## src/rtl/assert_macros.svh

```systemverilog
// Assertion macros shared by the RTL.
// Depends on nothing; checks compile away when SYNTHESIS is set.
`ifndef ASSERT_MACROS_SVH
`define ASSERT_MACROS_SVH
`ifndef SYNTHESIS
// Condition must hold at every clock edge out of reset.
`define TCEE_ASSERT(lbl, clk, rst_n, cond) \
	lbl: assert property (@(posedge clk) disable iff (!rst_n) (cond)) \
	else $error("%m: check failed");
// Antecedent implies consequent in the next cycle.
`define TCEE_ASSERT_NEXT(lbl, clk, rst_n, ante, cons) \
	lbl: assert property (@(posedge clk) disable iff (!rst_n) (ante) |=> (cons)) \
	else $error("%m: check failed");
`else
`define TCEE_ASSERT(lbl, clk, rst_n, cond)
`define TCEE_ASSERT_NEXT(lbl, clk, rst_n, ante, cons)
`endif
`endif

```

## src/rtl/tcee_pkg.sv

```systemverilog
// Shared types, constants and helpers of the text console escape engine.
// Depends on nothing.
package tcee_pkg;
	localparam int COLUMNS    = 80;
	localparam int ROW_COUNT  = 25;
	localparam int CELL_COUNT = COLUMNS * ROW_COUNT;
	localparam int CELL_W     = 11;
	localparam int COL_W      = 7;
	localparam int ROW_W      = 5;
	localparam int SCROLL_CELLS = COLUMNS * (ROW_COUNT - 1);
	localparam int TAB_SHIFT  = 3;

	localparam logic [7:0] DEFAULT_COLOR_RST = 8'd7;
	localparam logic [7:0] CLEAR_ATTR_RST    = 8'd2;
	localparam logic [7:0] ATTR_RED   = 8'd4;
	localparam logic [7:0] ATTR_GREEN = 8'd2;

	localparam logic [7:0] CH_NUL   = 8'h00;
	localparam logic [7:0] CH_BS    = 8'h08;
	localparam logic [7:0] CH_TAB   = 8'h09;
	localparam logic [7:0] CH_LF    = 8'h0A;
	localparam logic [7:0] CH_CR    = 8'h0D;
	localparam logic [7:0] CH_ESC   = 8'h1B;
	localparam logic [7:0] CH_SPACE = 8'h20;
	localparam logic [7:0] CH_SEMI  = 8'h3B;
	localparam logic [7:0] CH_H     = 8'h48;
	localparam logic [7:0] CH_J     = 8'h4A;
	localparam logic [7:0] CH_LBRK  = 8'h5B;
	localparam logic [7:0] CH_F     = 8'h66;
	localparam logic [7:0] CH_M     = 8'h6D;

	localparam logic [6:0] CODE_CLEAR = 7'd2;
	localparam logic [6:0] CODE_RED   = 7'd31;
	localparam logic [6:0] CODE_GREEN = 7'd32;
	localparam logic [6:0] CODE_WHITE = 7'd37;
	localparam logic [6:0] CODE_DFLT  = 7'd39;

	localparam logic CFG_DEFAULT_COLOR = 1'b0;
	localparam logic CFG_CLEAR_ATTR    = 1'b1;

	localparam logic CMD_BYTE = 1'b0;
	localparam logic CMD_READ = 1'b1;

	typedef enum logic [2:0] {
		PH_IDLE    = 3'd0,
		PH_ESC     = 3'd1,
		PH_BRACKET = 3'd2,
		PH_N1      = 3'd3,
		PH_N2      = 3'd4,
		PH_SEMI    = 3'd5,
		PH_M1      = 3'd6,
		PH_M2      = 3'd7
	} esc_phase_t;

	typedef struct packed {
		logic        cmd;
		logic [7:0]  data_byte;
		logic [10:0] cell_index;
	} tcee_in_t;

	typedef struct packed {
		logic [6:0]  cursor_col;
		logic [4:0]  cursor_row;
		logic [10:0] cursor_offset;
		logic [7:0]  cell_char;
		logic [7:0]  cell_attr;
		logic        in_escape;
	} tcee_out_t;

	// controller -> datapath
	typedef struct packed {
		logic ld_in;
		logic exec;
		logic rd_cell;
		logic clr_step;
		logic init;
		logic scr_step;
		logic fill_step;
		logic cnt_zero;
		logic cnt_fill;
		logic cnt_inc;
		logic cap_out;
	} tcee_cmd_t;

	// datapath -> controller
	typedef struct packed {
		logic need_clear;
		logic need_scroll;
		logic cnt_last;
		logic scr_last;
	} tcee_sts_t;

	function automatic logic [CELL_W-1:0] cell_addr(logic [ROW_W-1:0] y, logic [COL_W-1:0] x);
		cell_addr = CELL_W'(y * COLUMNS) + CELL_W'(x);
	endfunction
endpackage

```

## src/rtl/tcee_ctrl.sv

```systemverilog
// Sequencer of the console engine: item intake, cell sweeps, result hand-off.
// Depends on tcee_pkg.
module tcee_ctrl (
	input  logic               clk,
	input  logic               arst_n,
	input  logic               in_valid,
	input  logic               in_cmd,
	output logic               in_stall,
	output logic               out_valid,
	input  logic               out_stall,
	input  tcee_pkg::tcee_sts_t sts,
	output tcee_pkg::tcee_cmd_t cmd
);
	import tcee_pkg::*;

	typedef enum logic [8:0] {
		S_INIT   = 9'b000000001,
		S_IDLE   = 9'b000000010,
		S_READ   = 9'b000000100,
		S_EXEC   = 9'b000001000,
		S_CLEAR  = 9'b000010000,
		S_SCROLL = 9'b000100000,
		S_DRAIN  = 9'b001000000,
		S_FILL   = 9'b010000000,
		S_DONE   = 9'b100000000
	} state_t;

	state_t state_q, state_d;
	logic   out_valid_q;
	logic   out_free;

	assign out_free  = !out_valid_q || !out_stall;
	assign in_stall  = (state_q != S_IDLE);
	assign out_valid = out_valid_q;

	always_comb begin
		state_d = state_q;
		cmd     = '0;
		unique case (state_q)
			S_INIT: begin
				cmd.clr_step = 1'b1;
				cmd.init     = 1'b1;
				cmd.cnt_inc  = 1'b1;
				if (sts.cnt_last) state_d = S_IDLE;
			end
			S_IDLE: begin
				if (in_valid) begin
					cmd.ld_in = 1'b1;
					state_d   = (in_cmd == CMD_READ) ? S_READ : S_EXEC;
				end
			end
			S_READ: begin
				cmd.rd_cell = 1'b1;
				state_d     = S_DONE;
			end
			S_EXEC: begin
				cmd.exec = 1'b1;
				if (sts.need_clear) begin
					cmd.cnt_zero = 1'b1;
					state_d      = S_CLEAR;
				end else if (sts.need_scroll) begin
					cmd.cnt_zero = 1'b1;
					state_d      = S_SCROLL;
				end else begin
					state_d = S_DONE;
				end
			end
			S_CLEAR: begin
				cmd.clr_step = 1'b1;
				cmd.cnt_inc  = 1'b1;
				if (sts.cnt_last) state_d = S_DONE;
			end
			S_SCROLL: begin
				cmd.scr_step = 1'b1;
				cmd.cnt_inc  = 1'b1;
				if (sts.scr_last) state_d = S_DRAIN;
			end
			S_DRAIN: begin
				cmd.cnt_fill = 1'b1;
				state_d      = S_FILL;
			end
			S_FILL: begin
				cmd.fill_step = 1'b1;
				cmd.cnt_inc   = 1'b1;
				if (sts.cnt_last) state_d = S_DONE;
			end
			S_DONE: begin
				if (out_free) begin
					cmd.cap_out = 1'b1;
					state_d     = S_IDLE;
				end
			end
			default: state_d = S_IDLE;
		endcase
	end

	always_ff @(posedge clk or negedge arst_n) begin
		if (!arst_n) begin
			state_q     <= S_INIT;
			out_valid_q <= 1'b0;
		end else begin
			state_q <= state_d;
			if (cmd.cap_out) begin
				out_valid_q <= 1'b1;
			end else if (!out_stall) begin
				out_valid_q <= 1'b0;
			end
		end
	end
endmodule

```

## config.mk

```make
export PLATFORM = sky130hd
export DESIGN_NAME = tcee_ctrl
export DESIGN_NICKNAME = d
export VERILOG_FILES = /design/src/rtl/assert_macros.svh /design/src/rtl/tcee_pkg.sv /design/src/rtl/tcee_ctrl.sv
export SDC_FILE = /design/constraint.sdc
export NUM_CORES = 1
export LEC_CHECK = 0
export ABC_AREA = 1
export CORE_UTILIZATION = 60
export DETAILED_ROUTE_END_ITERATION = 16
export DONT_BUFFER_PORTS = 1
export PLACE_DENSITY_LB_ADDON = 0.25
export SLEW_MARGIN = 25
export SYNTH_ARGS = -nofsm -noshare
export SYNTH_HDL_FRONTEND = slang
export SYNTH_SLANG_ARGS = --single-unit
```

## constraint.sdc

```tcl
create_clock -name clk -period 1.86 [get_ports clk]
set_input_delay 0.093 -clock clk [delete_from_list [all_inputs] [get_ports clk]]
set_output_delay 0.093 -clock clk [all_outputs]
set_load 0.1 [all_outputs]
```

==> summary by stage, run 1 <==
Route
The total vias in the final route is 884. In this run, the number of DRC markers left after iteration 0 of detailed routing was 83. The number of optimization iterations in the first detailed-route pass is 5. The via-per-instance ratio is slightly above 6. Dividing the detail-routed wire length by the instance count gives 18.7 um. For this block, the routed nets add up to approximately 2700 um of wire. The remaining number of nets flagged by the antenna check after routing is 0. The count of unresolved DRC violations after routing is 0.

Synthesis
The synthesized area per cell is 7.36 um^2. The async set or reset register ratio after synthesis is 1.00. By count the netlist is led by 27 x nand2_1, 17 x inv_1, 11 x nor2_1.

The most used flip-flop cell after synthesis is dfrtp_1. After synthesis, the cell types taking the most area are dfrtp_1 28%, nand2_1 13%, inv_1 8.0%. Counting every net in the synthesized netlist gives between 100 and 150. The cell type with the largest total area after synthesis is dfrtp_1. Summing every instance area after synthesis gives a little under 800 um^2. The cell with the most instances after synthesis is nand2_1. The register bit count reported by yosys is 10. The number of warnings reported in the yosys synthesis log is 0. The number of enable-type register cells in the synthesized netlist is 0. The area share of the leading cell type in the synthesized netlist is 0.283. The post-synthesis cell type count is 20. Synthesis produced a netlist whose cell count is 108.

The share of the Yosys chip area taken by registers is 0.317.

Floorplan
The floorplan step defined a die boundary enclosing approximately 1500 um^2. The initial utilization of the core area, before any placement, comes to 0.678. The row count is 12. The count of boundary I/O pins is 22. The die height is around 38 um. The die width is 38.4 um. The core box area is between 1000 and 1500 um^2.

Global routing
The layer with the highest usage after global routing is met2. The pin count of the biggest net entering global routing is 11. After global routing the overflow that remains totals 0. For this run, global-route usage on met2 was measured as 0.678.

The via count of the first global-routing pass is approximately 840. The global-route met3 utilization is 0.122. The global-route usage over all layers is 0.411.

For this run, global-route usage on met1 was measured as 0.449. The wire length of the first global-routing pass is between 3000 and 4000 um. The number of antenna violations at the first check in global routing is 0.

STA
The setup slack of the critical path after layout is between 0.05 and 0.06 ns. The worst slew slack as a fraction of its limit is 0.659. Of the available clock period, the critical path in the final layout requires 0.972. The time the worst path needs with I/O delays and setup is around 1.8 ns. The maximum clock frequency is roughly 0.55 GHz. Across the routed clock network, the largest skew measured is 0.00953 ns. For the pin with the worst max-slew slack, the measured transition is between 0.5 and 0.6 ns. The number of hold violations in the final report was 0. The number of max-slew violations in the final report is 0. Setup violations remaining at the end of the flow were counted as 0.

Finish
The layout cell share with drive strength beyond 1 is 0.430. The final net count is roughly 140. The finished cells cover approximately 1100 um^2. Summing all flip-flop and latch instances after layout gives ~250 um^2.

The combined area of the multi-input logic cells is a little over 500 um^2. The relative area change from synthesis to final layout is 36.9%. 0 antenna diodes ended up in the layout. The number of fill cells in the layout is 40.

Clocking
The clock sink count is 10. The maximum clock insertion buffer count is 2. Once the clock tree was built, the setup fixing pass inserted 0 buffers. The clock slew at the register clock pins of the worst setup and hold paths is roughly 0.070 ns.

CTS built an H-tree with a depth of 1. The clock tree from TritonCTS is done. The tree is rooted in a clkbuf_4. Counting the buffers created by CTS gives 3.

The clock latency reported for the late side of the worst-skew pair is around 0.28 ns.

Critical path
The type of the worst setup path is reg -> out. Data arrives at the worst endpoint at around 1.7 ns. For the worst setup path, the data required time is around 1.8 ns. The kind of start point of the critical path is a flip-flop. Of all nets on the critical path, the largest fanout is 4. The worst setup path is captured at an output pin.

Outcome
The run finished with clean final reports.

Placed design
Input and output buffers added on the ports amount to 0. Detailed placement finished with a half-perimeter wire length of approximately 1600 um. Timing analysis after detailed placement gives a worst setup slack of around 0.33 ns. The routability congestion estimate from global placement is between 0.9 and 1. The total cell area at the placement stage is ~1000 um^2.

Run
Max-cap violations in this run came to 0.

Hold path
The path class of the lowest-slack min-delay path is in -> reg.
-- flip-flops by register name (all words and copies together) (netlist names) --
signal	count
out_valid	1
state_q	9
-- layer usage --
| layer | vias to the layer above | share of wire |
|---|---|---|
| met1 | 391 | 0.32 |
| li1 | 366 | - |
| met2 | 92 | 0.48 |
| met5 | - | 0 |
| met4 | 0 | 0.089 |
| met3 | 35 | 0.11 |
-- worst max-delay path, cell delays in order (launching register included) --
cell	delay [ns]
dfrtp_1	0.44
inv_1	0.07
nand2_1	0.09
nor2_1	0.23
inv_1	0.16
nor3_4	0.25
buf_12	0.20
-- logic make-up (layout without fill, tap and decap cells) --
| family | after synthesis | in the layout | share of synthesized area |
|---|---|---|---|
| AO/OA/AOI/OAI | 3 | 3 | 0.0331 |
| flip-flops | 10 | 10 | 0.317 |
| buffers and inverters | 23 | 43 | 0.109 |
| AND/OR/NAND/NOR | 72 | 72 | 0.542 |
-- final timing paths --
| check | to | cells after the start | slack [ns] | from |
|---|---|---|---|---|
| max | cmd[3] | 6 | 0.05 | state_q[1]$_DFFE_PN0P_ |
| min | state_q[1]$_DFFE_PN0P_ | 3 | 0.08 | in_valid |
| max reg2reg | state_q[5]$_DFFE_PN0P_ | 10 | 0.25 | state_q[3]$_DFFE_PN0P_ |
| min reg2reg | out_valid$_DFFE_PN0P_ | 2 | 0.55 | out_valid$_DFFE_PN0P_ |
| max in group asynchronous | state_q[0]$_DFFE_PN1P_ | 1 | 1.27 | arst_n |
| min in group asynchronous | out_valid$_DFFE_PN0P_ | 1 | 0.22 | arst_n |
-- metrics by stage --
stage	setup TNS [ns]	hold WS [ns]	cells	utilization
2_1_floorplan	-0.0518	-0.203	108	-
3_3_place_gp	0	-0.202	135	0.855
3_5_place_dp	0	-0.202	135	0.855
4_1_cts	0	0.0628	142	0.911
5_1_grt	-0.00508	0.0715	142	0.928
6_report	0	0.0762	142	0.928
-- repair_timing --
item	in CTS	in global routing
endpoints found under the hold margin	13	0
resized for setup	0	6
setup endpoints to repair	0	3
hold buffers	3	0
-- cell usage in the layout (no fill, tap or decap), types with 2 or more instances in the layout --
cell type      netlist  layout
nor3_2               2       2
buf_12               0       4
nor2_4               4       8
nor2_1              11       7
clkbuf_4             0       3
inv_2                6       7
nand3_2              3       4
inv_1               17      16
nand2_1             27      26
nand2_4              5       6
nor2_2               5       5
buf_4                0       7
buf_6                0       2
dfrtp_1              9       9
nand3_1              9       8
dlygate4sd3_1        0       3
nor3_4               1       2
-- cell type report --
type / count / area share
well taps: 14 / 0.0161
multi-input cells: 75 / 0.470
clock buffers: 4 / 0.0334
flip-flops and latches: 10 / 0.231
inverters: 23 / 0.0794
repair buffers: 16 / 0.170
Power of run 1 is left out: the tool's default activity adds up to more than one toggle a clock period on the data nets, which glitch-free logic cannot reach.
==> run 2, diff against run 1 <==
--- a/config.mk
+++ b/config.mk
@@ -6,7 +6,9 @@
 export NUM_CORES = 1
 export LEC_CHECK = 0
 export ABC_AREA = 1
-export CORE_UTILIZATION = 60
+export CELL_PAD_IN_SITES_DETAIL_PLACEMENT = 0
+export CELL_PAD_IN_SITES_GLOBAL_PLACEMENT = 1
+export CORE_UTILIZATION = 42
 export DETAILED_ROUTE_END_ITERATION = 16
 export DONT_BUFFER_PORTS = 1
 export PLACE_DENSITY_LB_ADDON = 0.25
==> summary by stage, run 2 (synthesized netlist as in run 1, its figures left out) <==
STA
The worst clock skew is 0.00999 ns. Of the available clock period, the critical path in the final layout requires 0.936. The number of hold violations in the final report is 0. Headroom to the max-slew limit came out at 0.686. For the pin with the worst max-slew slack, the measured transition is roughly 0.47 ns. For this run, the top clock speed supported by timing is around 0.57 GHz. Setup repair after global routing left no endpoint under its margin. The number of max-slew violations in the final report came to 0.

The time the worst path needs with I/O delays and setup is 1.74 ns. The setup violation total in the final timing report is 0. The setup TNS is 0 ns.

Critical path
For the worst setup path, the data arrival time is 1.65 ns. The data required time at the worst endpoint is approximately 1.8 ns. The kind of start point of the critical path is a flip-flop. The cell occurring most often along the worst timing path is nor2_4.

The type of the worst setup path is reg -> out. For this run, the slowest stage of the critical path takes about 0.44 ns. Counting buffers and inverters, the worst setup path is 6 cells deep. The critical path capture point type is an output pin. The path depth of the worst reg2reg path is 10.

The slowest stage of the critical path belongs to the cell dfrtp_1. The total buffers and inverters traversed by the critical path is 2. Traced cell by cell, the critical path runs through nor2_4 > nand2_4 > nor2_8 > inv_2 > nor2_4 > buf_4. In this run the worst path has a maximum fanout of 7. Among cell families on the critical path, the largest total delay comes from simple AND/OR/NAND/NOR gates.

Clocking
CTS built an H-tree with a depth of 1. The number of gates resized after cts is 0. The clock tree from TritonCTS is done. The clock passes through at most 2 buffers. The clock buffer count from CTS is 3. The clock reaches the later pin of the worst-skew pair after between 0.2 and 0.3 ns. The clock slew at the register clock pins of the worst setup and hold paths is approximately 0.070 ns.

The master cell of the clock root buffer is clkbuf_4. Once the clock tree was built, the setup fixing pass inserted 0 buffers. For this design, the sink count on the clock tree is 10.

Floorplan
The die outline area is between 2000 and 2500 um^2. Row generation in the floorplan step produced 15 rows. The core box area is between 1500 and 2000 um^2. For this configuration, the core starts out at a cell density of 0.455. The count of boundary I/O pins is 22.

The die height is 45.5 um. From left edge to right edge, the die measures 45.5 um.

Route
The remaining number of nets flagged by the antenna check after routing is 0. The detailed router's first-iteration violation count is 16. The total vias in the final route is about 690. After detailed routing, the average wire length per cell comes to ~11 um. Wires add up to roughly 1700 um. The number of optimization iterations in the first detailed-route pass is 4.

The via-per-instance ratio is 4.52. The count of unresolved DRC violations after routing is 0.

Global routing
Entering global routing, the biggest net connects 11 pins. The wire length of the first global-routing pass is ~2800 um. The global-route usage over all layers is 0.204. The number of antenna violations at the first check in global routing is 0. The via count of the first global-routing pass came to roughly 670. Global routing finished with a remaining overflow of 0.

Outcome
The run finished with clean final reports.

Finish
The final instance area is roughly 1100 um^2. 0 antenna diodes ended up in the layout. The combined area of the multi-input logic cells is ~510 um^2. The register with the most flip-flops in the layout has 9 of them.

In the final layout, the share of cells above drive strength 1 is 0.422. The fraction of the core area covered by cells at the end of the flow is 0.619. The register with the most flip-flops in the final layout is state_q. Leaving out fill and tap cells, the most frequent cell in the layout is nand2_1. The relative area change from synthesis to final layout is 36.1%. In the layout the commonest cells are 26 x nand2_1, 17 x inv_1, 10 x buf_4.

The final net count is ~140. The layout has 170 filler cells. Across the whole layout, storage elements account for between 200 and 300 um^2.

Hold path
The tightest min-delay check is of the in -> reg type. The worst hold path was traced through 3 stages.

Run
The number of max-cap violations is 0.

Placed design
The wire-length estimate of the detail-placed layout is 1400 um. The total of buffers placed on input and output ports is 0. In this run the cell area measured after placement is slightly above 1000 um^2. At the end of routability-driven placement, the weighted congestion stood at just over 0.8.
[run 2: repair_timing]
item | in CTS | in global routing
endpoints found under the setup margin | 0 | 0
hold buffers | 3 | 0
hold endpoints to repair | 13 | 0
[run 2: per-layer routing]
metal	part of all wire	vias to the layer above	wire length, um	global-route usage
li1	-	366	-	-
met1	0.44	304	741	0.244
met2	0.51	19	850	0.334
met3	0.039	2	66	0.0635
met4	0.013	0	21	0.0909
met5	0	-	0	0
[run 2: final timing paths]
check,from,end,slack (ns)
hold / removal,sts[1],state_q[0]$_DFFE_PN1P_,0.06
setup / recovery,state_q[7]$_DFFE_PN0P_,cmd[9],0.12
hold reg to reg,out_valid$_DFFE_PN0P_,out_valid$_DFFE_PN0P_,0.50
max in group asynchronous,arst_n,state_q[0]$_DFFE_PN1P_,1.29
min in group asynchronous,arst_n,state_q[6]$_DFFE_PN0P_,0.21
setup reg to reg,state_q[7]$_DFFE_PN0P_,state_q[4]$_DFFE_PN0P_,0.37
[run 2: cell type report]
| class | count | share of cell area |
|---|---|---|
| Timing Repair Buffer | 16 | 0.153 |
| Sequential cell | 10 | 0.233 |
| Inverter | 23 | 0.0799 |
| Multi-Input combinational cell | 75 | 0.472 |
| Tap cell | 25 | 0.0289 |
| Clock buffer | 4 | 0.0336 |
[run 2: metrics by stage]
step                      instances  worst slack (ns)  hold slack, ns
after floorplan                 108           -0.0518          -0.203
after global placement          146             0.385          -0.202
after detailed placement        146             0.371          -0.202
after CTS                       153            0.0986          0.0579
after global routing            153            0.0279          0.0621
final                           153             0.120          0.0588
[run 2: worst register-to-register path, delay by kind of cell, from the launching register on]
family | cells | cell delay (ns)
buffers and inverters | 1 | 0.04
flip-flops | 1 | 0.44
AND/OR/NAND/NOR | 9 | 0.91
Power of run 2 is left out for the same reason.
